`src/sv/assert_macros.svh`:
```
// Assertion macros for the RTL of the boiler heater controller.
// No dependencies.
`ifndef ASSERT_MACROS_SVH
`define ASSERT_MACROS_SVH

// Property must hold at every clock edge outside reset.
`define ASSERT_ALWAYS(label, clk, rst, prop, msg) \
  label: assert property (@(posedge clk) disable iff (rst) (prop)) else $error(msg);

// Expression must never be true outside reset.
`define ASSERT_NEVER(label, clk, rst, expr, msg) \
  label: assert property (@(posedge clk) disable iff (rst) !(expr)) else $error(msg);

`endif

```
`src/sv/bmhc_pkg.sv`:
```
// Package for the boiler heater controller: mode and fault codes, button
// geometry, register indexes, reset fractions and the result word type.
// No dependencies.
package bmhc_pkg;

  localparam int unsigned SAMPLE_BITS_DEFAULT = 12;

  localparam int unsigned CFG_INDEX_BITS = 3;
  localparam logic [CFG_INDEX_BITS-1:0] CFG_HOT_STAGE1   = 3'd0;
  localparam logic [CFG_INDEX_BITS-1:0] CFG_HOT_STAGE2   = 3'd1;
  localparam logic [CFG_INDEX_BITS-1:0] CFG_STEAM_STAGE1 = 3'd2;
  localparam logic [CFG_INDEX_BITS-1:0] CFG_STEAM_STAGE2 = 3'd3;
  localparam logic [CFG_INDEX_BITS-1:0] CFG_OVERHEAT     = 3'd4;

  // reset limits in tenths of full scale
  localparam int unsigned TENTHS_HOT_STAGE1   = 5;
  localparam int unsigned TENTHS_HOT_STAGE2   = 3;
  localparam int unsigned TENTHS_STEAM_STAGE1 = 7;
  localparam int unsigned TENTHS_STEAM_STAGE2 = 5;
  localparam int unsigned TENTHS_OVERHEAT     = 9;

  localparam int unsigned X_BITS = 8;
  localparam int unsigned Y_BITS = 9;

  typedef enum logic [2:0] {
    MODE_STARTUP = 3'd0,
    MODE_LOW     = 3'd1,
    MODE_HOT     = 3'd2,
    MODE_STEAM   = 3'd3,
    MODE_FAULT   = 3'd4
  } mode_t;

  typedef enum logic [1:0] {
    CAUSE_NONE    = 2'd0,
    CAUSE_HOT     = 2'd1,
    CAUSE_INVALID = 2'd2
  } cause_t;

  typedef struct packed {
    mode_t  mode;
    logic   changed;
    logic   stage1;
    logic   stage2;
    cause_t cause;
  } result_t;

  // strict bounds on every edge
  function automatic logic in_box(input logic [X_BITS-1:0] x, input logic [Y_BITS-1:0] y,
                                  input logic [X_BITS-1:0] x_lo, input logic [X_BITS-1:0] x_hi,
                                  input logic [Y_BITS-1:0] y_lo, input logic [Y_BITS-1:0] y_hi);
    return (x > x_lo) && (x < x_hi) && (y > y_lo) && (y < y_hi);
  endfunction

  function automatic logic on_button(input logic [X_BITS-1:0] x, input logic [Y_BITS-1:0] y);
    return in_box(x, y, 8'd50, 8'd150, 9'd100, 9'd150);
  endfunction

  function automatic logic off_button(input logic [X_BITS-1:0] x, input logic [Y_BITS-1:0] y);
    return in_box(x, y, 8'd50, 8'd150, 9'd70, 9'd120);
  endfunction

  function automatic logic mode_button(input logic [X_BITS-1:0] x, input logic [Y_BITS-1:0] y);
    return in_box(x, y, 8'd50, 8'd200, 9'd140, 9'd190);
  endfunction

endpackage

```
`src/sv/boiler_mode_heater_controller_unit.sv`:
```
// Top level of the boiler mode and heater controller.
// Depends on bmhc_pkg, bmhc_cfg_regs, bmhc_mode_fsm and assert_macros.svh.
//
// Input channel (in_valid / in_stall): one word per tick, a temperature
// sample plus a touch report (touch_detected, touch_x, touch_y).
// Output channel (out_valid / out_stall): one result word per input word:
// mode, mode_changed, heater_stage1, heater_stage2, fault_reason.
// Config port: cfg_we writes cfg_data to threshold cfg_index (0..4) at the
// clock edge; unknown indexes are dropped. Write only while idle.
// The result word passes through the input register, then the result register.
// Throughput: one word per cycle while out_stall is low, bounded by the
// single mode/heater update between the two registers.
// Reset (rst, synchronous): mode startup, heaters off, no fault, thresholds
// to their defaults, both pipeline registers empty.
// Stall: while out_stall holds, the result word stays put; the input
// register still takes one more word, then in_stall rises until the
// result is taken.
`include "assert_macros.svh"

module boiler_mode_heater_controller_unit #(
  parameter int unsigned SAMPLE_BITS = bmhc_pkg::SAMPLE_BITS_DEFAULT
) (
  input  logic                                clk,
  input  logic                                rst,
  input  logic                                in_valid,
  output logic                                in_stall,
  input  logic [SAMPLE_BITS-1:0]              temp_sample,
  input  logic                                touch_detected,
  input  logic [bmhc_pkg::X_BITS-1:0]         touch_x,
  input  logic [bmhc_pkg::Y_BITS-1:0]         touch_y,
  output logic                                out_valid,
  input  logic                                out_stall,
  output logic [2:0]                          mode,
  output logic                                mode_changed,
  output logic                                heater_stage1,
  output logic                                heater_stage2,
  output logic [1:0]                          fault_reason,
  input  logic                                cfg_we,
  input  logic [bmhc_pkg::CFG_INDEX_BITS-1:0] cfg_index,
  input  logic [SAMPLE_BITS-1:0]              cfg_data
);

  logic [SAMPLE_BITS-1:0] hot_stage1_limit, hot_stage2_limit;
  logic [SAMPLE_BITS-1:0] steam_stage1_limit, steam_stage2_limit, overheat_limit;

  logic                        in_full;
  logic [SAMPLE_BITS-1:0]      in_temp;
  logic                        in_touch;
  logic [bmhc_pkg::X_BITS-1:0] in_x;
  logic [bmhc_pkg::Y_BITS-1:0] in_y;

  logic              advance, accept;
  bmhc_pkg::result_t result, out_word;

  assign advance  = in_full && (!out_valid || !out_stall);
  assign in_stall = in_full && !advance;
  assign accept   = in_valid && !in_stall;

  always_ff @(posedge clk) begin
    if (rst) begin
      in_full <= 1'b0;
    end else if (accept) begin
      in_full <= 1'b1;
    end else if (advance) begin
      in_full <= 1'b0;
    end
  end

  always_ff @(posedge clk) begin
    if (accept) begin
      in_temp  <= temp_sample;
      in_touch <= touch_detected;
      in_x     <= touch_x;
      in_y     <= touch_y;
    end
  end

  bmhc_cfg_regs #(.SAMPLE_BITS(SAMPLE_BITS)) u_cfg (
    .clk                (clk),
    .rst                (rst),
    .cfg_we             (cfg_we),
    .cfg_index          (cfg_index),
    .cfg_data           (cfg_data),
    .hot_stage1_limit   (hot_stage1_limit),
    .hot_stage2_limit   (hot_stage2_limit),
    .steam_stage1_limit (steam_stage1_limit),
    .steam_stage2_limit (steam_stage2_limit),
    .overheat_limit     (overheat_limit)
  );

  bmhc_mode_fsm #(.SAMPLE_BITS(SAMPLE_BITS)) u_fsm (
    .clk                (clk),
    .rst                (rst),
    .advance            (advance),
    .temp_sample        (in_temp),
    .touch_detected     (in_touch),
    .touch_x            (in_x),
    .touch_y            (in_y),
    .hot_stage1_limit   (hot_stage1_limit),
    .hot_stage2_limit   (hot_stage2_limit),
    .steam_stage1_limit (steam_stage1_limit),
    .steam_stage2_limit (steam_stage2_limit),
    .overheat_limit     (overheat_limit),
    .result             (result)
  );

  always_ff @(posedge clk) begin
    if (rst) begin
      out_valid <= 1'b0;
    end else if (advance) begin
      out_valid <= 1'b1;
    end else if (!out_stall) begin
      out_valid <= 1'b0;
    end
  end

  always_ff @(posedge clk) begin
    if (advance) begin
      out_word <= result;
    end
  end

  assign mode          = out_word.mode;
  assign mode_changed  = out_word.changed;
  assign heater_stage1 = out_word.stage1;
  assign heater_stage2 = out_word.stage2;
  assign fault_reason  = out_word.cause;

  `ASSERT_ALWAYS(a_fault_heaters_off, clk, rst, (out_valid && out_word.mode == bmhc_pkg::MODE_FAULT) |-> (!out_word.stage1 && !out_word.stage2), "heater on in fault mode")
  `ASSERT_ALWAYS(a_cause_needs_fault, clk, rst, (out_valid && out_word.cause != bmhc_pkg::CAUSE_NONE) |-> (out_word.mode == bmhc_pkg::MODE_FAULT), "fault reason without fault mode")
  `ASSERT_NEVER(a_stage2_alone, clk, rst, out_valid && out_word.stage2 && !out_word.stage1, "stage two on without stage one")
  `ASSERT_ALWAYS(a_stall_only_full, clk, rst, in_stall |-> (in_full && out_valid && out_stall), "input stalled with room")

endmodule

```
`src/sv/bmhc_cfg_regs.sv`:
```
// Threshold register file of the boiler heater controller.
// Depends on bmhc_pkg.
module bmhc_cfg_regs #(
  parameter int unsigned SAMPLE_BITS = bmhc_pkg::SAMPLE_BITS_DEFAULT
) (
  input  logic                                clk,
  input  logic                                rst,
  input  logic                                cfg_we,
  input  logic [bmhc_pkg::CFG_INDEX_BITS-1:0] cfg_index,
  input  logic [SAMPLE_BITS-1:0]              cfg_data,
  output logic [SAMPLE_BITS-1:0]              hot_stage1_limit,
  output logic [SAMPLE_BITS-1:0]              hot_stage2_limit,
  output logic [SAMPLE_BITS-1:0]              steam_stage1_limit,
  output logic [SAMPLE_BITS-1:0]              steam_stage2_limit,
  output logic [SAMPLE_BITS-1:0]              overheat_limit
);

  localparam logic [63:0] FULL = 64'd1 << SAMPLE_BITS;
  localparam logic [SAMPLE_BITS-1:0] HOT1_RST =
    SAMPLE_BITS'((FULL * bmhc_pkg::TENTHS_HOT_STAGE1 + 64'd5) / 64'd10);
  localparam logic [SAMPLE_BITS-1:0] HOT2_RST =
    SAMPLE_BITS'((FULL * bmhc_pkg::TENTHS_HOT_STAGE2 + 64'd5) / 64'd10);
  localparam logic [SAMPLE_BITS-1:0] STEAM1_RST =
    SAMPLE_BITS'((FULL * bmhc_pkg::TENTHS_STEAM_STAGE1 + 64'd5) / 64'd10);
  localparam logic [SAMPLE_BITS-1:0] STEAM2_RST =
    SAMPLE_BITS'((FULL * bmhc_pkg::TENTHS_STEAM_STAGE2 + 64'd5) / 64'd10);
  localparam logic [SAMPLE_BITS-1:0] OVER_RST =
    SAMPLE_BITS'((FULL * bmhc_pkg::TENTHS_OVERHEAT + 64'd5) / 64'd10);

  always_ff @(posedge clk) begin
    if (rst) begin
      hot_stage1_limit   <= HOT1_RST;
      hot_stage2_limit   <= HOT2_RST;
      steam_stage1_limit <= STEAM1_RST;
      steam_stage2_limit <= STEAM2_RST;
      overheat_limit     <= OVER_RST;
    end else if (cfg_we) begin
      unique case (cfg_index)
        bmhc_pkg::CFG_HOT_STAGE1:   hot_stage1_limit   <= cfg_data;
        bmhc_pkg::CFG_HOT_STAGE2:   hot_stage2_limit   <= cfg_data;
        bmhc_pkg::CFG_STEAM_STAGE1: steam_stage1_limit <= cfg_data;
        bmhc_pkg::CFG_STEAM_STAGE2: steam_stage2_limit <= cfg_data;
        bmhc_pkg::CFG_OVERHEAT:     overheat_limit     <= cfg_data;
        default: ;
      endcase
    end
  end

endmodule

```
`src/sv/bmhc_mode_fsm.sv`:
```
// Mode state machine and heater drive of the boiler heater controller.
// Depends on bmhc_pkg.
module bmhc_mode_fsm #(
  parameter int unsigned SAMPLE_BITS = bmhc_pkg::SAMPLE_BITS_DEFAULT
) (
  input  logic                        clk,
  input  logic                        rst,
  input  logic                        advance,
  input  logic [SAMPLE_BITS-1:0]      temp_sample,
  input  logic                        touch_detected,
  input  logic [bmhc_pkg::X_BITS-1:0] touch_x,
  input  logic [bmhc_pkg::Y_BITS-1:0] touch_y,
  input  logic [SAMPLE_BITS-1:0]      hot_stage1_limit,
  input  logic [SAMPLE_BITS-1:0]      hot_stage2_limit,
  input  logic [SAMPLE_BITS-1:0]      steam_stage1_limit,
  input  logic [SAMPLE_BITS-1:0]      steam_stage2_limit,
  input  logic [SAMPLE_BITS-1:0]      overheat_limit,
  output bmhc_pkg::result_t           result
);

  bmhc_pkg::mode_t  mode, mode_next;
  bmhc_pkg::cause_t cause, cause_next;
  logic             stage1, stage1_next;
  logic             stage2, stage2_next;

  logic                   hit_on, hit_off, hit_mode;
  logic [SAMPLE_BITS-1:0] lim1, lim2;
  logic                   below1, below2, below_over;

  assign hit_on   = touch_detected && bmhc_pkg::on_button(touch_x, touch_y);
  assign hit_off  = touch_detected && bmhc_pkg::off_button(touch_x, touch_y);
  assign hit_mode = touch_detected && bmhc_pkg::mode_button(touch_x, touch_y);

  assign lim1 = (mode == bmhc_pkg::MODE_STEAM) ? steam_stage1_limit : hot_stage1_limit;
  assign lim2 = (mode == bmhc_pkg::MODE_STEAM) ? steam_stage2_limit : hot_stage2_limit;

  assign below1     = temp_sample < lim1;
  assign below2     = temp_sample < lim2;
  assign below_over = temp_sample < overheat_limit;

  always_comb begin
    mode_next = mode;
    unique case (mode)
      bmhc_pkg::MODE_STARTUP: mode_next = bmhc_pkg::MODE_LOW;
      bmhc_pkg::MODE_LOW: begin
        if (hit_on) mode_next = bmhc_pkg::MODE_HOT;
      end
      bmhc_pkg::MODE_HOT, bmhc_pkg::MODE_STEAM: begin
        priority if (hit_off) mode_next = bmhc_pkg::MODE_LOW;
        else if (hit_mode) begin
          mode_next = (mode == bmhc_pkg::MODE_HOT) ? bmhc_pkg::MODE_STEAM
                                                   : bmhc_pkg::MODE_HOT;
        end else if (!below1 && !below_over) mode_next = bmhc_pkg::MODE_FAULT;
        else mode_next = mode;
      end
      bmhc_pkg::MODE_FAULT: mode_next = bmhc_pkg::MODE_FAULT;
      default: mode_next = bmhc_pkg::MODE_FAULT;
    endcase
  end

  always_comb begin
    stage1_next = stage1;
    stage2_next = stage2;
    cause_next  = cause;
    unique case (mode)
      bmhc_pkg::MODE_STARTUP, bmhc_pkg::MODE_LOW: ;
      bmhc_pkg::MODE_HOT, bmhc_pkg::MODE_STEAM: begin
        priority if (hit_off) begin
          stage1_next = 1'b0;
          stage2_next = 1'b0;
        end else if (hit_mode) begin
          stage1_next = stage1;
        end else if (below1) begin
          stage1_next = 1'b1;
          stage2_next = below2;
        end else begin
          stage1_next = 1'b0;
          stage2_next = 1'b0;
          if (!below_over) cause_next = bmhc_pkg::CAUSE_HOT;
        end
      end
      bmhc_pkg::MODE_FAULT: begin
        stage1_next = 1'b0;
        stage2_next = 1'b0;
      end
      default: begin
        stage1_next = 1'b0;
        stage2_next = 1'b0;
        cause_next  = bmhc_pkg::CAUSE_INVALID;
      end
    endcase
  end

  always_ff @(posedge clk) begin
    if (rst) begin
      mode   <= bmhc_pkg::MODE_STARTUP;
      stage1 <= 1'b0;
      stage2 <= 1'b0;
      cause  <= bmhc_pkg::CAUSE_NONE;
    end else if (advance) begin
      mode   <= mode_next;
      stage1 <= stage1_next;
      stage2 <= stage2_next;
      cause  <= cause_next;
    end
  end

  always_comb begin
    result.mode    = mode_next;
    result.changed = (mode_next != mode);
    result.stage1  = stage1_next;
    result.stage2  = stage2_next;
    result.cause   = cause_next;
  end

endmodule

```
`config.mk`:
```
export PLATFORM = sky130hd
export DESIGN_NAME = boiler_mode_heater_controller_unit
export DESIGN_NICKNAME = d
export VERILOG_FILES = /design/src/sv/bmhc_pkg.sv /design/src/sv/boiler_mode_heater_controller_unit.sv /design/src/sv/bmhc_cfg_regs.sv /design/src/sv/bmhc_mode_fsm.sv
export VERILOG_INCLUDE_DIRS = /design/src /design/src/sv
export SDC_FILE = /design/constraint.sdc
export NUM_CORES = 1
export LEC_CHECK = 0
export ABC_AREA = 0
export BUFFER_PORTS_ARGS = -buffer_cell sky130_fd_sc_hd__buf_4
export CAP_MARGIN = 20
export CELL_PAD_IN_SITES_DETAIL_PLACEMENT = 2
export CELL_PAD_IN_SITES_GLOBAL_PLACEMENT = 2
export CORE_MARGIN = 10
export CORE_UTILIZATION = 40
export CTS_CLUSTER_SIZE = 24
export DETAILED_ROUTE_END_ITERATION = 8
export GPL_TIMING_DRIVEN = 0
export PLACE_DENSITY = 0.86
export SYNTH_ARGS = -nofsm -noshare
export SYNTH_HDL_FRONTEND = slang
export SYNTH_SLANG_ARGS = --single-unit
```
`constraint.sdc`:
```
create_clock -name clk -period 6.61 [get_ports clk]
set_input_delay 0 -clock clk [delete_from_list [all_inputs] [get_ports clk]]
set_output_delay 0 -clock clk [all_outputs]
set_load 0.05 [all_outputs]
```
==> metrics.md, run 1 <==
| Metric | Value |
|---|---|
| Result of the run | `completed` |
| Clock skew | `10.4 ps` |
| Syn_nets | `584` |
| Nets@finish | `697` |
| Hold_ws | `92.7 ps` |
| Worst-path fanout max | `10` |
| Relative slew slack | `29.8%` |
| Hold Vio Cnt, Final | `0` |
| Share of the synthesized area in the top cell type | `27.6%` |
| Fraction of layout cells with a size suffix above 1 | `13.7%` |
| Hold Path Origin | `cfg_index[1]` |
| Ranking of synthesized cells by area | `dfxtp_1 28%, edfxtp_1 23%, ha_1 8.2%` |
| Average routed wire per standard cell | `27.1 um` |
| DRC Markers | `0` |
| CTS Buf Count | `9` |
| Core area | `12200 um^2` |
| CTS tree | `built` |
| Period minus WS final | `4200 ps` |
| Netlist Area Pre-Place | `5010 um^2` |
| Synthesized flop and latch total | `107` |
| Critical Path AT | `4320 ps` |
| Rows | `40` |
| Max_cap viols | `0` |
| Hold Path Class | `primary input to flip-flop` |
| Die height | `132 um` |
| Yosys Warn Count | `0` |
| Endpoint type of the worst setup path | `flip-flop` |
| First-pass GRT wire length | `32.8 mm` |
| CP Cell Sequence | `buf_4 -> nand3b_1 -> buf_4 -> clkbuf_1 -> mux2i_1 -> ha_1 -> nand4_1 -> nor3_1 -> a211oi_2 -> a32oi_1 -> nand2_1 -> a21o_1` |
| Worst Hold Depth | `4` |
| Hpwl dp | `12.6 mm` |
| Port Buf Inserts | `58` |
| Die area | `17400 um^2` |
| Post-synthesis sequential area ratio | `50.3%` |
| Initial core utilization | `41.2%` |
| Clk root buf | `clkbuf_16` |
| Drt first-iter violations | `315` |
| Overflow after GRT | `0` |
| Post-Syn Instances | `501` |
| Yosys top cell by area | `dfxtp_1` |
| Number of global-route vias before repair | `5274` |
| RSZ-0062 raised after global routing | `false` |
| Highest clock rate | `0.238 GHz` |
| RR Startpoint | `u_fsm.mode[2]` |
| PD cells | `236 nW/um^2` |
| I/O pins | `60` |
| Worst skew pair latency | `370 ps` |
| Antenna viol nets, final | `0` |
| Largest net degree at the start of global routing | `31` |
| Met1 Use GR | `26.0%` |
| Critical path type | `flip-flop to flip-flop` |
| DR vias/cell | `5.76` |
| CTS max path bufs | `2` |
| Routed WL | `21.4 mm` |
| GR peak layer | `met2` |
| Initial antenna violation count | `2` |
| Core Util, Final | `53.0%` |
| Most common cell after layout, fill and taps aside | `nand2_1` |
| Hold path endpoint | `u_cfg.steam_stage2_limit[1]` |
| Reg clk slew, reported paths | `70 ps` |
| Total track usage | `24.6%` |
| Worst-Margin Slew | `1050 ps` |
| Synthesized area per cell | `10.0 um^2` |
| Post CTS Setup Buffer Count | `0` |
| PostCTS Resize Cnt | `0` |
| Area grow syn2layout | `28.5%` |
| Max Transition Viols Final | `0` |
| Tcrit/Tclk final | `63.5%` |
| Worst path max stage delay | `680 ps` |
| Met3 usage | `5.30%` |
| CP max-delay cell | `clkbuf_1` |
| Startpoint Class | `flip-flop` |
| Leak pwr | `2.67 nW` |
| Vias | `4543` |
| Register-to-Register Setup Slack | `2410 ps` |
| Die width | `132 um` |
| GPL Wtd Cong | `0.813` |
| CP required | `6740 ps` |
| GRT met2 Usage | `43.7%` |
| Htree depth | `3` |
| Reg-to-reg endpoint | `fault_reason[1]` |
| Sink Count | `107` |
| # setup viols final | `0` |
| Most used cell, CP | `buf_4` |
| CTS Hold Bufs | `44` |
| Cell count of the worst reg-to-reg path | `12` |
| First drt pass iteration count | `6` |
| Worst vdd ir | `0.000160 V` |
| Filler cells | `1245` |
| TNS Setup | `0 ps` |
| Yosys cell types | `48` |
| Most frequent cells in the layout | `90 x nand2_1, 69 x dfxtp_1, 60 x buf_4` |
flip-flops by register name, summed over array words and instances, names as in the netlist:
register	cells
in_full	1
out_valid	1
u_cfg.hot_stage1_limit	12
in_x	8
in_y	9
heater_stage1	1
u_cfg.steam_stage2_limit	12
mode	3
u_cfg.steam_stage1_limit	12
mode_changed	1
in_temp	12
in_touch	1
u_cfg.hot_stage2_limit	12
heater_stage2	1
u_fsm.mode	3
u_fsm.cause	2
u_fsm.stage2	1
u_cfg.overheat_limit	12
u_fsm.stage1	1
fault_reason	2
layout make-up:
type / instances / area (um^2) / share of cell area, %
flip-flops and latches: 107 / 2520 / 39.2
multi-input cells: 356 / 2340 / 36.4
repair buffers: 102 / 876 / 13.6
clock buffers: 12 / 268 / 4.16
well taps: 168 / 210 / 3.26
plain buffers: 20 / 85.1 / 1.32
inverters: 18 / 67.6 / 1.05
clock inverters: 4 / 61.3 / 0.952
diodes: 2 / 5.00 / 0.0777
worst max path at each step:
stage | startpoint | end | slack (ps) | cells past startpoint
finish | u_fsm.mode[2] | fault_reason[1] | 2410 | 12
global route | u_fsm.mode[2] | u_fsm.cause[0] | 2290 | 12
CTS | u_fsm.mode[2] | fault_reason[1] | 2630 | 12
detailed placement | u_fsm.mode[2] | fault_reason[1] | 2720 | 12
global placement | u_fsm.mode[2] | mode_changed | 2760 | 12
floorplan | u_fsm.mode[2] | mode_changed | 3500 | 12
logic make-up (layout without fill, tap and decap cells):
kind of cell             Yosys count  after routing  synth area share (%)
other                              0              2                     0
buffers and inverters             38            156                  3.05
adder cells (fa/ha/maj)           33             33                  8.24
flip-flops                       107            107                  50.3
multiplexers                      36             36                  7.19
AND/OR/NAND/NOR                  184            184                  17.6
AO/OA/AOI/OAI                    103            103                  13.6
power by group:
group	internal, mW	total, mW	switching (mW)
logic	0.0773	0.182	0.105
registers	0.707	0.729	0.0225
clock network	0.346	0.608	0.262
through the flow:
stage	worst slack (ps)	instance area (um^2)	std cells	total power [mW]
detailed placement	2720	5670	727	0.885
global placement	2760	5660	727	0.870
floorplan	3500	5010	501	0.812
finish	2410	6440	789	1.52
CTS	2630	6430	787	1.50
global route	2290	6440	789	1.57
Yosys cell counts, drive strengths merged:
cell type  count
a211oi         6
and3           4
o21ai          6
and2           1
clkbuf        14
nor2b         19
nand3b        11
o311ai         2
a2111oi        1
or4            2
o21a           4
nand4          6
a21o           6
o211ai         3
nand2b         5
or3            1
or4b           2
a311oi         1
nand3          8
inv           18
o22ai          1
or2b           1
a211o         14
nor2          28
nand2         90
mux2i         36
dfxtp         69
o31a           1
a221oi         2
a21boi         1
nor3b          1
nor4           1
a22o           1
a31oi          1
buf            6
nor3           4
a21oi         50
o41ai          1
ha            33
edfxtp        38
a32oi          1
o2111ai        1
per-layer routing:
layer | share of wire [%] | routed length (um)
met5 | 0 | 0
met4 | 4.8 | 1020
met3 | 4.1 | 883
met2 | 53 | 11300
met1 | 39 | 8250
worst max-delay path, delay by kind of cell, from the launching register on:
family                     cells  cell delay (ps)
AOI/OAI and AO/OA              3             1020
adders and majority gates      1              390
buffers and inverters          3             1060
DFF                            1              310
muxes                          1              230
and+or+nand+nor                4              920
(Power assumes the default switching activity.)
==> run 2, diff against run 1 <==
--- a/config.mk
+++ b/config.mk
@@ -12,11 +12,11 @@
 export CELL_PAD_IN_SITES_DETAIL_PLACEMENT = 2
 export CELL_PAD_IN_SITES_GLOBAL_PLACEMENT = 2
 export CORE_MARGIN = 10
-export CORE_UTILIZATION = 40
+export CORE_UTILIZATION = 37
 export CTS_CLUSTER_SIZE = 24
 export DETAILED_ROUTE_END_ITERATION = 8
 export GPL_TIMING_DRIVEN = 0
-export PLACE_DENSITY = 0.86
+export PLACE_DENSITY = 0.8
 export SYNTH_ARGS = -nofsm -noshare
 export SYNTH_HDL_FRONTEND = slang
 export SYNTH_SLANG_ARGS = --single-unit
==> constraint.sdc (replaced) <==
create_clock -name clk -period 4.4 [get_ports clk]
set_input_delay 0 -clock clk [delete_from_list [all_inputs] [get_ports clk]]
set_output_delay 0 -clock clk [all_outputs]
set_load 0.05 [all_outputs]
==> metrics.md, run 2 (synthesized netlist as in run 1, its figures left out) <==
| Metric | Value |
|---|---|
| Hold Path Class | `primary input to flip-flop` |
| Htree depth | `3` |
| Critical path type | `flip-flop to flip-flop` |
| Max Transition Viols Final | `0` |
| Average routed wire per standard cell | `23.0 um` |
| Period minus WS final | `4070 ps` |
| Leak pwr | `2.65 nW` |
| Final Power | `2.20 mW` |
| Highest clock rate | `0.245 GHz` |
| Fin cells | `795` |
| CTS Hold Bufs | `44` |
| DR vias/cell | `5.34` |
| Rows | `42` |
| Most common cell after layout, fill and taps aside | `nand2_1` |
| Overflow after GRT | `0` |
| Reg-to-reg endpoint | `fault_reason[1]` |
| Fraction of layout cells with a size suffix above 1 | `13.7%` |
| CTS tree | `built` |
| Crit path to | `fault_reason[1]` |
| Die width | `136 um` |
| Hold Vio Cnt, Final | `0` |
| Worst-path fanout max | `10` |
| Die height | `136 um` |
| Worst vdd ir | `0.000246 V` |
| Worst Hold Depth | `4` |
| Number of global-route vias before repair | `4913` |
| CP required | `4520 ps` |
| PD cells | `343 nW/um^2` |
| Cell count of the worst reg-to-reg path | `12` |
| Worst-Margin Slew | `1000 ps` |
| Relative slew slack | `33.3%` |
| Max_cap viols | `0` |
| Area grow syn2layout | `28.2%` |
| DRC Markers | `0` |
| RSZ-0062 raised after global routing | `false` |
| Filler cells | `1383` |
| Vias | `4244` |
| CTS Buf Count | `9` |
| Hpwl dp | `12.2 mm` |
| Ant. Diodes | `0` |
| I/O pins | `60` |
| GPL Wtd Cong | `0.771` |
| CP Launch Point | `u_fsm.mode[2]` |
| Result of the run | `completed` |
| PostCTS Resize Cnt | `0` |
| First-pass GRT wire length | `28.9 mm` |
| Nets@finish | `697` |
| RR Startpoint | `u_fsm.mode[2]` |
| Port Buf Inserts | `58` |
| CTS max path bufs | `2` |
| # setup viols final | `0` |
| TNS Setup | `0 ps` |
| Post CTS Setup Buffer Count | `0` |
| Startpoint Class | `flip-flop` |
| Largest net degree at the start of global routing | `31` |
| Core area | `13200 um^2` |
| Routed WL | `18.3 mm` |
| Tcrit/Tclk final | `92.6%` |
| Register-to-Register Setup Slack | `330 ps` |
| Initial antenna violation count | `0` |
| Drt first-iter violations | `280` |
| Total track usage | `20.6%` |
| Initial core utilization | `37.8%` |
| Worst skew pair latency | `380 ps` |
| Die area | `18600 um^2` |
| Most frequent cells in the layout | `90 x nand2_1, 69 x dfxtp_1, 60 x buf_4` |
| Antenna viol nets, final | `0` |
| Clk root buf | `clkbuf_16` |
| Clock skew | `19.4 ps` |
| Sink Count | `107` |
| Placed Instances | `735` |
| Reg clk slew, reported paths | `80 ps` |
| Critical Path AT | `4190 ps` |
| First drt pass iteration count | `4` |
| Endpoint type of the worst setup path | `flip-flop` |
==> run 2: final cells by class <==
cell class	instances	area, um^2	share of cell area [%]
flip-flops and latches	107	2520	39.3
multi-input cells	356	2340	36.5
repair buffers	102	876	13.6
clock buffers	12	279	4.34
well taps	176	220	3.43
plain buffers	20	85.1	1.32
inverters	18	67.6	1.05
clock inverters	4	28.8	0.448
==> run 2: how the worst min path moves through the flow <==
| stage | from | end | slack [ps] |
|---|---|---|---|
| floorplan | temp_sample[0] | in_temp[0] | 100 |
| global placement | temp_sample[8] | in_temp[8] | 180 |
| detailed placement | touch_y[7] | in_y[7] | 180 |
| CTS | cfg_index[2] | u_cfg.overheat_limit[3] | 20 |
| global route | cfg_index[2] | u_cfg.overheat_limit[3] | 100 |
| finish | cfg_index[2] | u_cfg.overheat_limit[3] | 20 |
==> run 2: power breakdown <==
part / switching [mW] / total [mW] / internal, mW
Clock: 0.399 / 0.856 / 0.456
Sequential: 0.0299 / 1.09 / 1.06
Combinational: 0.141 / 0.255 / 0.114
Total: 0.570 / 2.20 / 1.63
==> run 2: worst max-delay path, stage by stage, from the launching register on <==
cell      delay [ps]
dfxtp_1          330
buf_4            170
nand3b_1         130
buf_4            180
clkbuf_1         760
mux2i_1          240
ha_1             400
nand4_1          190
nor3_1           300
a211oi_2         140
a32oi_1          510
nand2_1          230
a21o_1           240
==> run 2: per-layer routing <==
layer	vias to the layer above	wire (um)	track usage (%)
li1	2013	-	-
met5	-	0	0
met3	26	657	3.84
met2	84	9510	36.8
met1	2121	7620	23.7
met4	0	489	7.99
==> run 2: through the flow <==
stage | hold slack, ps | area (um^2) | setup WS [ps] | util [%]
2_1_floorplan | 98.9 | 5010 | 1290 | -
3_3_place_gp | 178 | 5670 | 508 | 42.8
3_5_place_dp | 179 | 5680 | 390 | 42.9
4_1_cts | 18.4 | 6420 | 337 | 48.5
5_1_grt | 95.7 | 6420 | 9.54 | 48.5
6_report | 16.5 | 6420 | 326 | 48.5
